[config.mk]
export PLATFORM = sky130hd
export DESIGN_NAME = one_wire_bus_master
export DESIGN_NICKNAME = d
export VERILOG_FILES = /design/src/rtl/owbm_pkg.sv /design/src/rtl/one_wire_bus_master.sv
export SDC_FILE = /design/constraint.sdc
export NUM_CORES = 1
export LEC_CHECK = 0
export BUFFER_PORTS_ARGS = -buffer_cell sky130_fd_sc_hd__clkbuf_2
export CAP_MARGIN = 0
export CORE_MARGIN = 3
export CORE_UTILIZATION = 50
export CTS_CLUSTER_SIZE = 14
export DETAILED_ROUTE_END_ITERATION = 8
export GPL_TIMING_DRIVEN = 0
export PLACE_DENSITY = 0.65
export SLEW_MARGIN = 20
export SYNTH_ARGS = -nofsm -noshare
export SYNTH_HDL_FRONTEND = slang
export SYNTH_SLANG_ARGS = --single-unit
[constraint.sdc]
create_clock -name clk -period 11.8 [get_ports clk]
set_input_delay 2.36 -clock clk [delete_from_list [all_inputs] [get_ports clk]]
set_output_delay 2.36 -clock clk [all_outputs]
set_load 0.02 [all_outputs]
[src/rtl/owbm_pkg.sv]
// owbm_pkg: shared types and constants of the one-wire bus master.
// Used by one_wire_bus_master; depends on nothing.
package owbm_pkg;

	localparam int unsigned RECOVERY_TICKS = 2;
	localparam int unsigned BITS_PER_BYTE  = 8;

	localparam int unsigned REQ_W  = 3;
	localparam int unsigned LONG_W = 10;
	localparam int unsigned SHORT_W = 8;
	localparam int unsigned CFG_W  = 10;
	localparam int unsigned IDX_W  = 3;
	localparam int unsigned IN_DATA_W  = 16;
	localparam int unsigned OUT_DATA_W = 16;

	// request codes, also used as the running operation kind
	localparam logic [REQ_W-1:0] REQ_TICK  = 3'd0;
	localparam logic [REQ_W-1:0] REQ_RESET = 3'd1;
	localparam logic [REQ_W-1:0] REQ_WRITE = 3'd2;
	localparam logic [REQ_W-1:0] REQ_RBYTE = 3'd3;
	localparam logic [REQ_W-1:0] REQ_RBIT  = 3'd4;

	// configuration register indexes
	localparam logic [IDX_W-1:0] CFG_RESET_LOW   = 3'd0;
	localparam logic [IDX_W-1:0] CFG_RESET_WAIT  = 3'd1;
	localparam logic [IDX_W-1:0] CFG_PRES_WINDOW = 3'd2;
	localparam logic [IDX_W-1:0] CFG_PRES_TAIL   = 3'd3;
	localparam logic [IDX_W-1:0] CFG_SLOT        = 3'd4;
	localparam logic [IDX_W-1:0] CFG_W1_LOW      = 3'd5;
	localparam logic [IDX_W-1:0] CFG_READ_LOW    = 3'd6;
	localparam logic [IDX_W-1:0] CFG_READ_SAMPLE = 3'd7;

	// register reset values
	localparam logic [LONG_W-1:0]  RST_RESET_LOW   = 10'd480;
	localparam logic [LONG_W-1:0]  RST_RESET_WAIT  = 10'd60;
	localparam logic [LONG_W-1:0]  RST_PRES_WINDOW = 10'd240;
	localparam logic [LONG_W-1:0]  RST_PRES_TAIL   = 10'd180;
	localparam logic [SHORT_W-1:0] RST_SLOT        = 8'd60;
	localparam logic [SHORT_W-1:0] RST_W1_LOW      = 8'd6;
	localparam logic [SHORT_W-1:0] RST_READ_LOW    = 8'd6;
	localparam logic [SHORT_W-1:0] RST_READ_SAMPLE = 8'd9;

	typedef enum logic [2:0] {
		PH_IDLE  = 3'd0,
		PH_RLOW  = 3'd1,
		PH_RWAIT = 3'd2,
		PH_RWIN  = 3'd3,
		PH_RTAIL = 3'd4,
		PH_SLOT  = 3'd5
	} phase_t;

endpackage

[src/rtl/one_wire_bus_master.sv]
// one_wire_bus_master: open-drain single-wire bus master stepped once per tick beat.
// Depends on owbm_pkg for codes, register indexes and reset values.

// Every input beat is one bus tick: it carries the sampled line level and
// may start a reset, a byte write, a byte read or a bit read (ignored while
// busy). One beat is taken per clock cycle; its result beat appears in the
// output register on the next cycle, and a stall on the output side holds
// the input only while that register is full and not taken. Result bits:
// drive_low, busy, done, presence of the last reset, and the value read,
// which is nonzero only on the done beat of a read.
module one_wire_bus_master (
	input  logic                                clk,
	input  logic                                arst_n,
	input  logic                                s_axis_tvalid,
	output logic                                s_axis_tready,
	input  logic [owbm_pkg::IN_DATA_W-1:0]      s_axis_tdata,  // write_value, line_level, zero pad
	input  logic [owbm_pkg::REQ_W-1:0]          s_axis_tuser,  // req_type
	output logic                                m_axis_tvalid,
	input  logic                                m_axis_tready,
	output logic [owbm_pkg::OUT_DATA_W-1:0]     m_axis_tdata,  // drive_low, busy_res, done_res,
	                                                           // device_present, read_value, zero pad
	input  logic                                cfg_we,
	input  logic [owbm_pkg::IDX_W-1:0]          cfg_index,
	input  logic [owbm_pkg::CFG_W-1:0]          cfg_data
);

	localparam int unsigned LW = owbm_pkg::LONG_W;
	localparam int unsigned SW = owbm_pkg::SHORT_W;

	// configuration
	logic [LW-1:0] reset_low_q, reset_wait_q, pres_window_q, pres_tail_q;
	logic [SW-1:0] slot_q, w1_low_q, read_low_q, read_sample_q;

	// bus state
	owbm_pkg::phase_t          phase_q;
	logic [owbm_pkg::REQ_W-1:0] op_q;
	logic [LW-1:0]             tc_q;
	logic [2:0]                bi_q;
	logic [7:0]                sh_q;
	logic                      pres_q;

	// output register
	logic                      out_v_q;
	logic [owbm_pkg::OUT_DATA_W-1:0] out_d_q;

	logic                      accept;
	logic [owbm_pkg::REQ_W-1:0] req;
	logic [7:0]                wval;
	logic                      line;

	// values after the start decision
	owbm_pkg::phase_t          ph_e;
	logic [owbm_pkg::REQ_W-1:0] op_e;
	logic [LW-1:0]             tc_e;
	logic [2:0]                bi_e;
	logic [7:0]                sh_e;
	logic                      pr_e;

	// next state
	owbm_pkg::phase_t          ph_n;
	logic [owbm_pkg::REQ_W-1:0] op_n;
	logic [LW-1:0]             tc_n;
	logic [2:0]                bi_n;
	logic [7:0]                sh_n;
	logic                      pr_n;
	logic                      finish;

	logic [LW:0]               tc1;
	logic [LW:0]               len;
	logic [SW:0]               read_at;
	logic [LW-1:0]             slot_base;
	logic [SW-1:0]             wlow;

	// result
	logic                      drive, busy, done;
	logic [7:0]                rval;

	assign accept        = s_axis_tvalid && s_axis_tready;
	assign s_axis_tready = !out_v_q || m_axis_tready;
	assign m_axis_tvalid = out_v_q;
	assign m_axis_tdata  = out_d_q;

	assign req  = s_axis_tuser;
	assign wval = s_axis_tdata[7:0];
	assign line = s_axis_tdata[8];

	assign read_at = {1'b0, read_low_q} + {1'b0, read_sample_q};
	assign wlow    = (w1_low_q < slot_q) ? w1_low_q : slot_q;

	// next state
	always_comb begin
		ph_e = phase_q;
		op_e = op_q;
		tc_e = tc_q;
		bi_e = bi_q;
		sh_e = sh_q;
		pr_e = pres_q;
		if (phase_q == owbm_pkg::PH_IDLE && req >= owbm_pkg::REQ_RESET
				&& req <= owbm_pkg::REQ_RBIT) begin
			op_e = req;
			tc_e = '0;
			bi_e = '0;
			if (req == owbm_pkg::REQ_RESET) begin
				pr_e = 1'b0;
				ph_e = owbm_pkg::PH_RLOW;
			end else begin
				ph_e = owbm_pkg::PH_SLOT;
				sh_e = (req == owbm_pkg::REQ_WRITE) ? wval : 8'd0;
			end
		end

		ph_n = ph_e;
		op_n = op_e;
		tc_n = tc_e;
		bi_n = bi_e;
		sh_n = sh_e;
		pr_n = pr_e;
		finish = 1'b0;

		if (ph_e == owbm_pkg::PH_RWIN && !line)
			pr_n = 1'b1;
		if (ph_e == owbm_pkg::PH_SLOT && op_e != owbm_pkg::REQ_WRITE
				&& tc_e == {1'b0, read_at})
			sh_n[bi_e] = line;

		if ((op_e != owbm_pkg::REQ_WRITE) && ({1'b0, read_at} + 10'd1 > {2'b0, slot_q}))
			slot_base = {1'b0, read_at} + 10'd1;
		else
			slot_base = {2'b0, slot_q};

		case (ph_e)
			owbm_pkg::PH_RLOW:  len = (reset_low_q == '0) ? 11'd1 : {1'b0, reset_low_q};
			owbm_pkg::PH_RWAIT: len = {1'b0, reset_wait_q};
			owbm_pkg::PH_RWIN:  len = {1'b0, pres_window_q};
			owbm_pkg::PH_RTAIL: len = {1'b0, pres_tail_q};
			owbm_pkg::PH_SLOT:  len = {1'b0, slot_base} + 11'(owbm_pkg::RECOVERY_TICKS);
			default:            len = '0;
		endcase

		tc1 = {1'b0, tc_e} + 11'd1;

		if (ph_e != owbm_pkg::PH_IDLE) begin
			if (tc1 < len) begin
				tc_n = tc1[LW-1:0];
			end else begin
				case (ph_e)
					owbm_pkg::PH_RLOW: begin
						tc_n = '0;
						if (reset_wait_q != '0)       ph_n = owbm_pkg::PH_RWAIT;
						else if (pres_window_q != '0) ph_n = owbm_pkg::PH_RWIN;
						else if (pres_tail_q != '0)   ph_n = owbm_pkg::PH_RTAIL;
						else                          finish = 1'b1;
					end
					owbm_pkg::PH_RWAIT: begin
						tc_n = '0;
						if (pres_window_q != '0)      ph_n = owbm_pkg::PH_RWIN;
						else if (pres_tail_q != '0)   ph_n = owbm_pkg::PH_RTAIL;
						else                          finish = 1'b1;
					end
					owbm_pkg::PH_RWIN: begin
						tc_n = '0;
						if (pres_tail_q != '0)        ph_n = owbm_pkg::PH_RTAIL;
						else                          finish = 1'b1;
					end
					owbm_pkg::PH_SLOT: begin
						if (op_e != owbm_pkg::REQ_RBIT
								&& bi_e < 3'(owbm_pkg::BITS_PER_BYTE - 1)) begin
							bi_n = bi_e + 3'd1;
							tc_n = '0;
						end else begin
							finish = 1'b1;
						end
					end
					default: finish = 1'b1;
				endcase
			end
			if (finish) begin
				ph_n = owbm_pkg::PH_IDLE;
				op_n = owbm_pkg::REQ_TICK;
				tc_n = '0;
				bi_n = '0;
			end
		end
	end

	// result fields
	always_comb begin
		busy = (ph_e != owbm_pkg::PH_IDLE);
		done = finish;
		drive = 1'b0;
		case (ph_e)
			owbm_pkg::PH_RLOW: drive = 1'b1;
			owbm_pkg::PH_SLOT: begin
				if (op_e == owbm_pkg::REQ_WRITE)
					drive = tc_e < (sh_e[bi_e] ? {2'b0, wlow} : {2'b0, slot_q});
				else
					drive = tc_e < {2'b0, read_low_q};
			end
			default: drive = 1'b0;
		endcase
		rval = 8'd0;
		if (finish && op_e == owbm_pkg::REQ_RBYTE)
			rval = sh_n;
		else if (finish && op_e == owbm_pkg::REQ_RBIT)
			rval = {7'd0, sh_n[0]};
	end

	always_ff @(posedge clk or negedge arst_n) begin
		if (!arst_n) begin
			reset_low_q   <= owbm_pkg::RST_RESET_LOW;
			reset_wait_q  <= owbm_pkg::RST_RESET_WAIT;
			pres_window_q <= owbm_pkg::RST_PRES_WINDOW;
			pres_tail_q   <= owbm_pkg::RST_PRES_TAIL;
			slot_q        <= owbm_pkg::RST_SLOT;
			w1_low_q      <= owbm_pkg::RST_W1_LOW;
			read_low_q    <= owbm_pkg::RST_READ_LOW;
			read_sample_q <= owbm_pkg::RST_READ_SAMPLE;
		end else if (cfg_we) begin
			case (cfg_index)
				owbm_pkg::CFG_RESET_LOW:   reset_low_q   <= cfg_data;
				owbm_pkg::CFG_RESET_WAIT:  reset_wait_q  <= cfg_data;
				owbm_pkg::CFG_PRES_WINDOW: pres_window_q <= cfg_data;
				owbm_pkg::CFG_PRES_TAIL:   pres_tail_q   <= cfg_data;
				owbm_pkg::CFG_SLOT:        slot_q        <= cfg_data[SW-1:0];
				owbm_pkg::CFG_W1_LOW:      w1_low_q      <= cfg_data[SW-1:0];
				owbm_pkg::CFG_READ_LOW:    read_low_q    <= cfg_data[SW-1:0];
				owbm_pkg::CFG_READ_SAMPLE: read_sample_q <= cfg_data[SW-1:0];
				default:                   ;
			endcase
		end
	end

	always_ff @(posedge clk or negedge arst_n) begin
		if (!arst_n) begin
			phase_q <= owbm_pkg::PH_IDLE;
			op_q    <= owbm_pkg::REQ_TICK;
			tc_q    <= '0;
			bi_q    <= '0;
			sh_q    <= '0;
			pres_q  <= 1'b0;
		end else if (accept) begin
			phase_q <= ph_n;
			op_q    <= op_n;
			tc_q    <= tc_n;
			bi_q    <= bi_n;
			sh_q    <= sh_n;
			pres_q  <= pr_n;
		end
	end

	always_ff @(posedge clk or negedge arst_n) begin
		if (!arst_n) begin
			out_v_q <= 1'b0;
		end else if (s_axis_tready) begin
			out_v_q <= s_axis_tvalid;
		end
	end

	always_ff @(posedge clk) begin
		if (accept)
			out_d_q <= {4'd0, rval, pr_n, done, busy, drive};
	end

endmodule

# Word-level counts from Yosys, hierarchy flattened
# Index checks and enable logic that the tools add are counted.
[classes]
add_sub_neg = 5
n_lt_le_gt_ge = 10
n_eq_ne = 20
muxes = 53
n_reduce_logical = 30
[op_table]
columns = ["cell", "n"]
rows = [
  ["10-bit two-way mux", 7],
  ["8-bit two-way mux", 7],
  ["11-bit one-hot mux with 5 select lines", 1],
  ["3-bit two-way mux", 17],
  ["10-bit nonzero test", 3],
  ["3-bit by 2-bit == test with 1-bit output (second input constant)", 7],
  ["3-bit == test (second input constant)", 7],
  ["10-bit by 8-bit less-than comparator with 1-bit output", 2],
  ["10-bit one-hot mux with 2 select lines", 1],
  ["2-bit AND reduction", 8],
  ["1-bit two-way mux", 14],
  ["10-bit by 1-bit adder with 11-bit output (second input constant)", 1],
  ["10-bit by 2-bit adder with 11-bit output (second input constant)", 1],
  ["1-bit logical AND", 11],
  ["11-bit less-than comparator", 1],
  ["9-bit by 1-bit adder with 10-bit output (second input constant)", 1],
  ["10-bit by 9-bit == test with 1-bit output", 1],
  ["10-bit by 8-bit greater-than comparator with 1-bit output", 1],
  ["10-bit logical NOT", 1],
  ["8-bit by 8-bit adder with 9-bit output", 1],
  ["3-bit by 1-bit == test with 1-bit output (second input constant)", 3],
  ["3-bit one-hot mux with 3 select lines", 1],
  ["8-bit bitwise mux", 1],
  ["8-bit less-than comparator", 1],
  ["16 further kinds", 19],
]
[totals]
ff_bits = 113
in_bits = 37
out_inout_bits = 18
word_cells = 134

# Depth between registers and ports, before layout
[logic_depth]
depth_word = 16
mapped_depth = 34
mapped_depth_nobuf = 32

# Least setup slack after synthesis
# OpenSTA, ideal clock, no wires.
[synth_path]
path_type = "in2reg"
from = "in s_axis_tuser[0] (netlist bit)"
to = "reg tc_q[3]"
setup_ns = 0.110
arrival_ns = 7.049
required_ns = 11.690
path_slack_ns = 4.641
stages = 23
path_buffers = 5
path_cell_list = "clkbuf_1 o21ai_0 nand3_1 buf_2 buf_2 a21o_1 nor3_2 clkbuf_1 nand2_1 o21ai_0 ha_1 inv_1 or4_1 and3_1 ha_1 o21ai_0 nand2b_1 a41o_1 nor4_1 o311a_1 nor2_1 clkbuf_1 o41ai_1"
[synth_between]
elab_chain_cells = 14
word_cells_on_any_way = 36
cone_classes = "add/sub (2); order compare (4); eq/ne (8); mux (16); reduce/logical (6)"
[synth_lines]
columns = ["element", "line_no", "rtl"]
rows = [
  ["start: declaration", "one_wire_bus_master.sv:17", "input logic [owbm_pkg::REQ_W-1:0] s_axis_tuser,"],
  ["3-bit by 1-bit >= comparator with 1-bit output", "one_wire_bus_master.sv:98", "if (phase_q == owbm_pkg::PH_IDLE && req >= owbm_pkg::REQ_RESET"],
  ["1-bit logical AND", "one_wire_bus_master.sv:98", ""],
  ["1-bit logical AND", "one_wire_bus_master.sv:99", "&& req <= owbm_pkg::REQ_RBIT) begin"],
  ["3-bit two-way mux", "one_wire_bus_master.sv:98", ""],
  ["3-bit by 2-bit != test with 1-bit output", "one_wire_bus_master.sv:126", "if ((op_e != owbm_pkg::REQ_WRITE) && ({1'b0, read_at} + 10'd1 > {2'b0, slot_q}))"],
  ["1-bit logical AND", "one_wire_bus_master.sv:126", ""],
  ["10-bit two-way mux", "one_wire_bus_master.sv:126", ""],
  ["10-bit by 2-bit adder with 11-bit output", "one_wire_bus_master.sv:136", "owbm_pkg::PH_SLOT: len = {1'b0, slot_base} + 11'(owbm_pkg::RECOVERY_TICKS);"],
  ["11-bit one-hot mux with 5 select lines", "one_wire_bus_master.sv:131", "case (ph_e)"],
  ["11-bit less-than comparator", "one_wire_bus_master.sv:143", "if (tc1 < len) begin"],
  ["1-bit two-way mux", "one_wire_bus_master.sv:143", ""],
  ["1-bit two-way mux", "one_wire_bus_master.sv:142", "if (ph_e != owbm_pkg::PH_IDLE) begin"],
  ["10-bit two-way mux", "one_wire_bus_master.sv:177", "if (finish) begin"],
  ["10-bit two-way mux (*)", "one_wire_bus_master.sv:142", ""],
  ["end signal: assignment", "one_wire_bus_master.sv:244", "tc_q <= tc_n;"],
  ["end: declaration", "one_wire_bus_master.sv:37", "logic [LW-1:0] tc_q;"],
]
# Every way passes the cells marked *; elsewhere a longest branch is shown, timed or not. The select of a mux whose other input is x is not followed.
# A chain may end at the register's enable or synchronous reset.

# Worst setup path in the final report
[layout_path]
from = "reg read_sample_q[0]"
to = "reg tc_q[1]"
[layout_between]
elab_chain_cells = 12
word_cells_on_any_way = 13
cone_classes = "add/sub (3); order compare (2); mux (7); reduce/logical (1)"
[layout_lines]
columns = ["element", "line_no", "rtl"]
rows = [
  ["start: declaration", "one_wire_bus_master.sv:32", "logic [SW-1:0] slot_q, w1_low_q, read_low_q, read_sample_q;"],
  ["start signal: assignment", "one_wire_bus_master.sv:217", "read_sample_q <= owbm_pkg::RST_READ_SAMPLE;"],
  ["start signal: assignment", "one_wire_bus_master.sv:227", "owbm_pkg::CFG_READ_SAMPLE: read_sample_q <= cfg_data[SW-1:0];"],
  ["8-bit by 8-bit adder with 9-bit output (*)", "one_wire_bus_master.sv:87", "assign read_at = {1'b0, read_low_q} + {1'b0, read_sample_q};"],
  ["9-bit by 1-bit adder with 10-bit output (*)", "one_wire_bus_master.sv:126, one_wire_bus_master.sv:127", ""],
  ["10-bit by 8-bit greater-than comparator with 1-bit output", "one_wire_bus_master.sv:126", ""],
  ["1-bit logical AND", "one_wire_bus_master.sv:126", ""],
  ["10-bit two-way mux (*)", "one_wire_bus_master.sv:126", ""],
  ["10-bit by 2-bit adder with 11-bit output (*)", "one_wire_bus_master.sv:136", ""],
  ["11-bit one-hot mux with 5 select lines (*)", "one_wire_bus_master.sv:131", ""],
  ["11-bit less-than comparator (*)", "one_wire_bus_master.sv:143", ""],
  ["1-bit two-way mux", "one_wire_bus_master.sv:143", ""],
  ["1-bit two-way mux", "one_wire_bus_master.sv:142", ""],
  ["10-bit two-way mux (*)", "one_wire_bus_master.sv:177", ""],
  ["10-bit two-way mux (*)", "one_wire_bus_master.sv:142", ""],
]
# Marked as above.

==> run metrics <==
Static Leakage=around 3.8 nW; relative slew slack=roughly 45%; grt met1 use=approximately 36%; nets=just under 1000; crit-path max FO=10; post-CTS setup repair buffer count=0; Total Wirelength=23.1 mm; Main synth FF type=dfrtp_1; leading area contributor after synthesis=dfrtp_1; Cell Pwr Density=approximately 240 nW/um2; Starting Density=between 50% and 60%; n_diodes=0; status=completed; Area Overhead vs Synth=13.1%; gr ovfl total=0; period utilization=74.1%; Via Count=around 7000; per-cell routed wire length=roughly 21 um; synth warn=0; vias in the first global route=just over 7000; Cells after Synth=823; count leader, synth=mux2_2; crit path launch type=register; synthesized cell area=roughly 8200 um2; initial antenna violation count=0; clk sink count=approximately 110; Worst R2R Path Depth=32; Achievable Freq=approximately 110 MHz; Fin. Hold Viols=0; Netlist cell types=between 80 and 90; CTS Buffer Depth=2; vias per cell=roughly 6.3; Die Footprint=roughly 18000 um2; clock slew seen by the registers of the worst setup and hold paths=approximately 0.060 ns; fin crit period=~8.7 ns; Reg2Reg Setup Slack=about 3 ns; Final Power=~0.0022 W; FF+latch area=about 3000 um2; M3 GR Usage=5.81%; final-layout fill cell count=approximately 1400; Chip Width=~130 um; Core Area=roughly 16000 um2; top cells by area, synth=dfrtp_1, mux2_2, dfstp_2; first-pass GRT wire length=37.2 mm; TritonCTS clock tree=done; HPWL Detailed=17.4 mm; top-level I/O count=55; Die Ht=134 um; CTS root buf=clkbuf_16; Worst Tran Pin Value=0.826 ns; Post-synth EDFFs=12; clk_lat worst skew=about 0.43 ns; ANT nets after route=0; post-CTS resize count=0; setup violators final=0; Hold/Removal Path Class=register to register; critical path's slowest cell=a221oi_1; critical path's most frequent cell=ha_1; worst path arrival time=9.02 ns; synthesized flop and latch total=113; busiest grt layer=met2; kind of critical path=register to register; Post-Place Setup Slack=3.32 ns; MaxCap Viol Count=0; sequential cell area fraction in the yosys report=35.8%; average cell area after synthesis=roughly 9.9 um2; area share of the largest cell type after synthesis=a little under a quarter; total CTS buffers=17; Rows=between 40 and 50; Reg-to-Reg Start=read_sample_q[0]; Post-synth top cells=mux2_2, dfrtp_1, nand2_1; H-tree depth=4; Setup crit end=tc_q[1]; WHS=about 0.5 ns; met2 usage=around two fifths; final setup skew=~0.015 ns; VDD IR max=0.000129 V; Slew Limit Fails=0; hold depth=1; layout cells sized above 1=between 20% and 30%; drt first-iter violations=597; Async SR Flop Fraction=about 90%; GRT Overall Usage=a little over a quarter; Hold Buf Count CTS=0; Worst setup EP type=register; drt pass-1 iters=7; Critical path origin=read_sample_q[0]; global placement routability congestion=roughly 0.94; Post-Layout Cell Count=between 1000 and 1500; multi-input combinational cell area=roughly 5000 um2; largest net degree at the start of global routing=77; dpl cells=1081; critical path data required time=around 12 ns; unrepaired setup endpoints after global routing=no; worst setup margin=approximately 3 ns; IO Port Bufs=37; worst r2r dst=tc_q[1]; # DRC=0; crit-path max cell delay=around 0.58 ns; Fin Setup TNS=0 ns
[per-layer routing]
| metal | vias up | part of all wire, % |
|---|---|---|
| met1 | 3476 | 45 |
| met3 | 53 | 6.2 |
| met5 | - | 0 |
| met2 | 245 | 46 |
| met4 | 0 | 2.8 |
| li1 | 3244 | - |
[final cells by class]
cell class / instances / share of cell area [%]
plain buffers: 36 / 1.68
clock buffers: 19 / 4.80
clock inverters: 13 / 1.11
inverters: 38 / 1.54
multi-input cells: 639 / 53.8
flip-flops and latches: 113 / 31.6
well taps: 216 / 2.93
repair buffers: 39 / 2.48
[placed cells by master, fill, tap and decap left out, types with 7 or more instances in the layout]
cell type	n
clkbuf_1	25
xnor2_1	14
nand4_1	9
a21o_1	8
edfxtp_1	12
nand2_1	72
nand3_1	22
o21a_1	9
nor4_1	16
inv_1	36
clkbuf_2	36
nand2b_1	11
ha_1	51
mux2_2	78
dfrtp_1	75
o21ai_0	46
mux2i_1	22
o211ai_1	7
dfstp_2	26
xor2_1	11
nor3b_1	8
and2_1	14
a21oi_1	25
nor3_1	11
nor2_1	35
clkbuf_16	17
and3_1	7
[where the power goes]
part | switching (W) | internal (W) | total [W]
clock network | 0.000203 | 0.000277 | 0.000480
logic | 0.000680 | 0.000453 | 0.00113
registers | 0.0000841 | 0.000498 | 0.000582
total | 0.000968 | 0.00123 | 0.00220
[state kept, by name, indices dropped and copies added (netlist names), 8 cells and up]
signal         cells
m_axis_tdata      12
pres_tail_q       10
pres_window_q     10
read_low_q         8
read_sample_q      8
reset_low_q       10
reset_wait_q      10
sh_q               8
slot_q             8
tc_q              10
w1_low_q           8
[worst min path at each step]
stage	from	to	slack, ns
after floorplan	sh_q[0]	sh_q[0]	0.46
after detailed placement	sh_q[0]	sh_q[0]	0.49
after CTS	sh_q[0]	sh_q[0]	0.51
after global routing	pres_q	pres_q	0.53
final	pres_q	pres_q	0.51
after global placement	sh_q[0]	sh_q[0]	0.48
[cell families (layout without fill, tap and decap cells)]
logic type               after synthesis  after routing  share of synthesized area, %
AO/OA/AOI/OAI                        196            196                          18.0
XOR/XNOR                              27             27                          3.16
adder cells (fa/ha/maj)               52             52                          8.06
buffers and inverters                 74            145                          3.65
flip-flops                           113            113                          35.8
multiplexers                         100            100                          13.5
other                                  2              5                        0.0920
AND/OR/NAND/NOR                      259            259                          17.8
[worst max-delay path: cells and delay by family, from the launching register on]
| kind | cells | cell delay [ns] |
|---|---|---|
| AOI/OAI and AO/OA | 15 | 3.63 |
| and+or+nand+nor | 7 | 1.59 |
| adders and majority gates | 5 | 1.43 |
| buffers and inverters | 3 | 0.75 |
| xor gates and xnor gates | 2 | 0.60 |
| DFF | 1 | 0.55 |
[through the flow]
step	instance area (um2)	util (%)
after floorplan	8180	-
after global placement	8630	54.2
after detailed placement	8680	54.5
after CTS	9230	57.9
after global routing	9230	57.9
final	9230	57.9
Note: power is estimated with default switching activity, not from simulation.
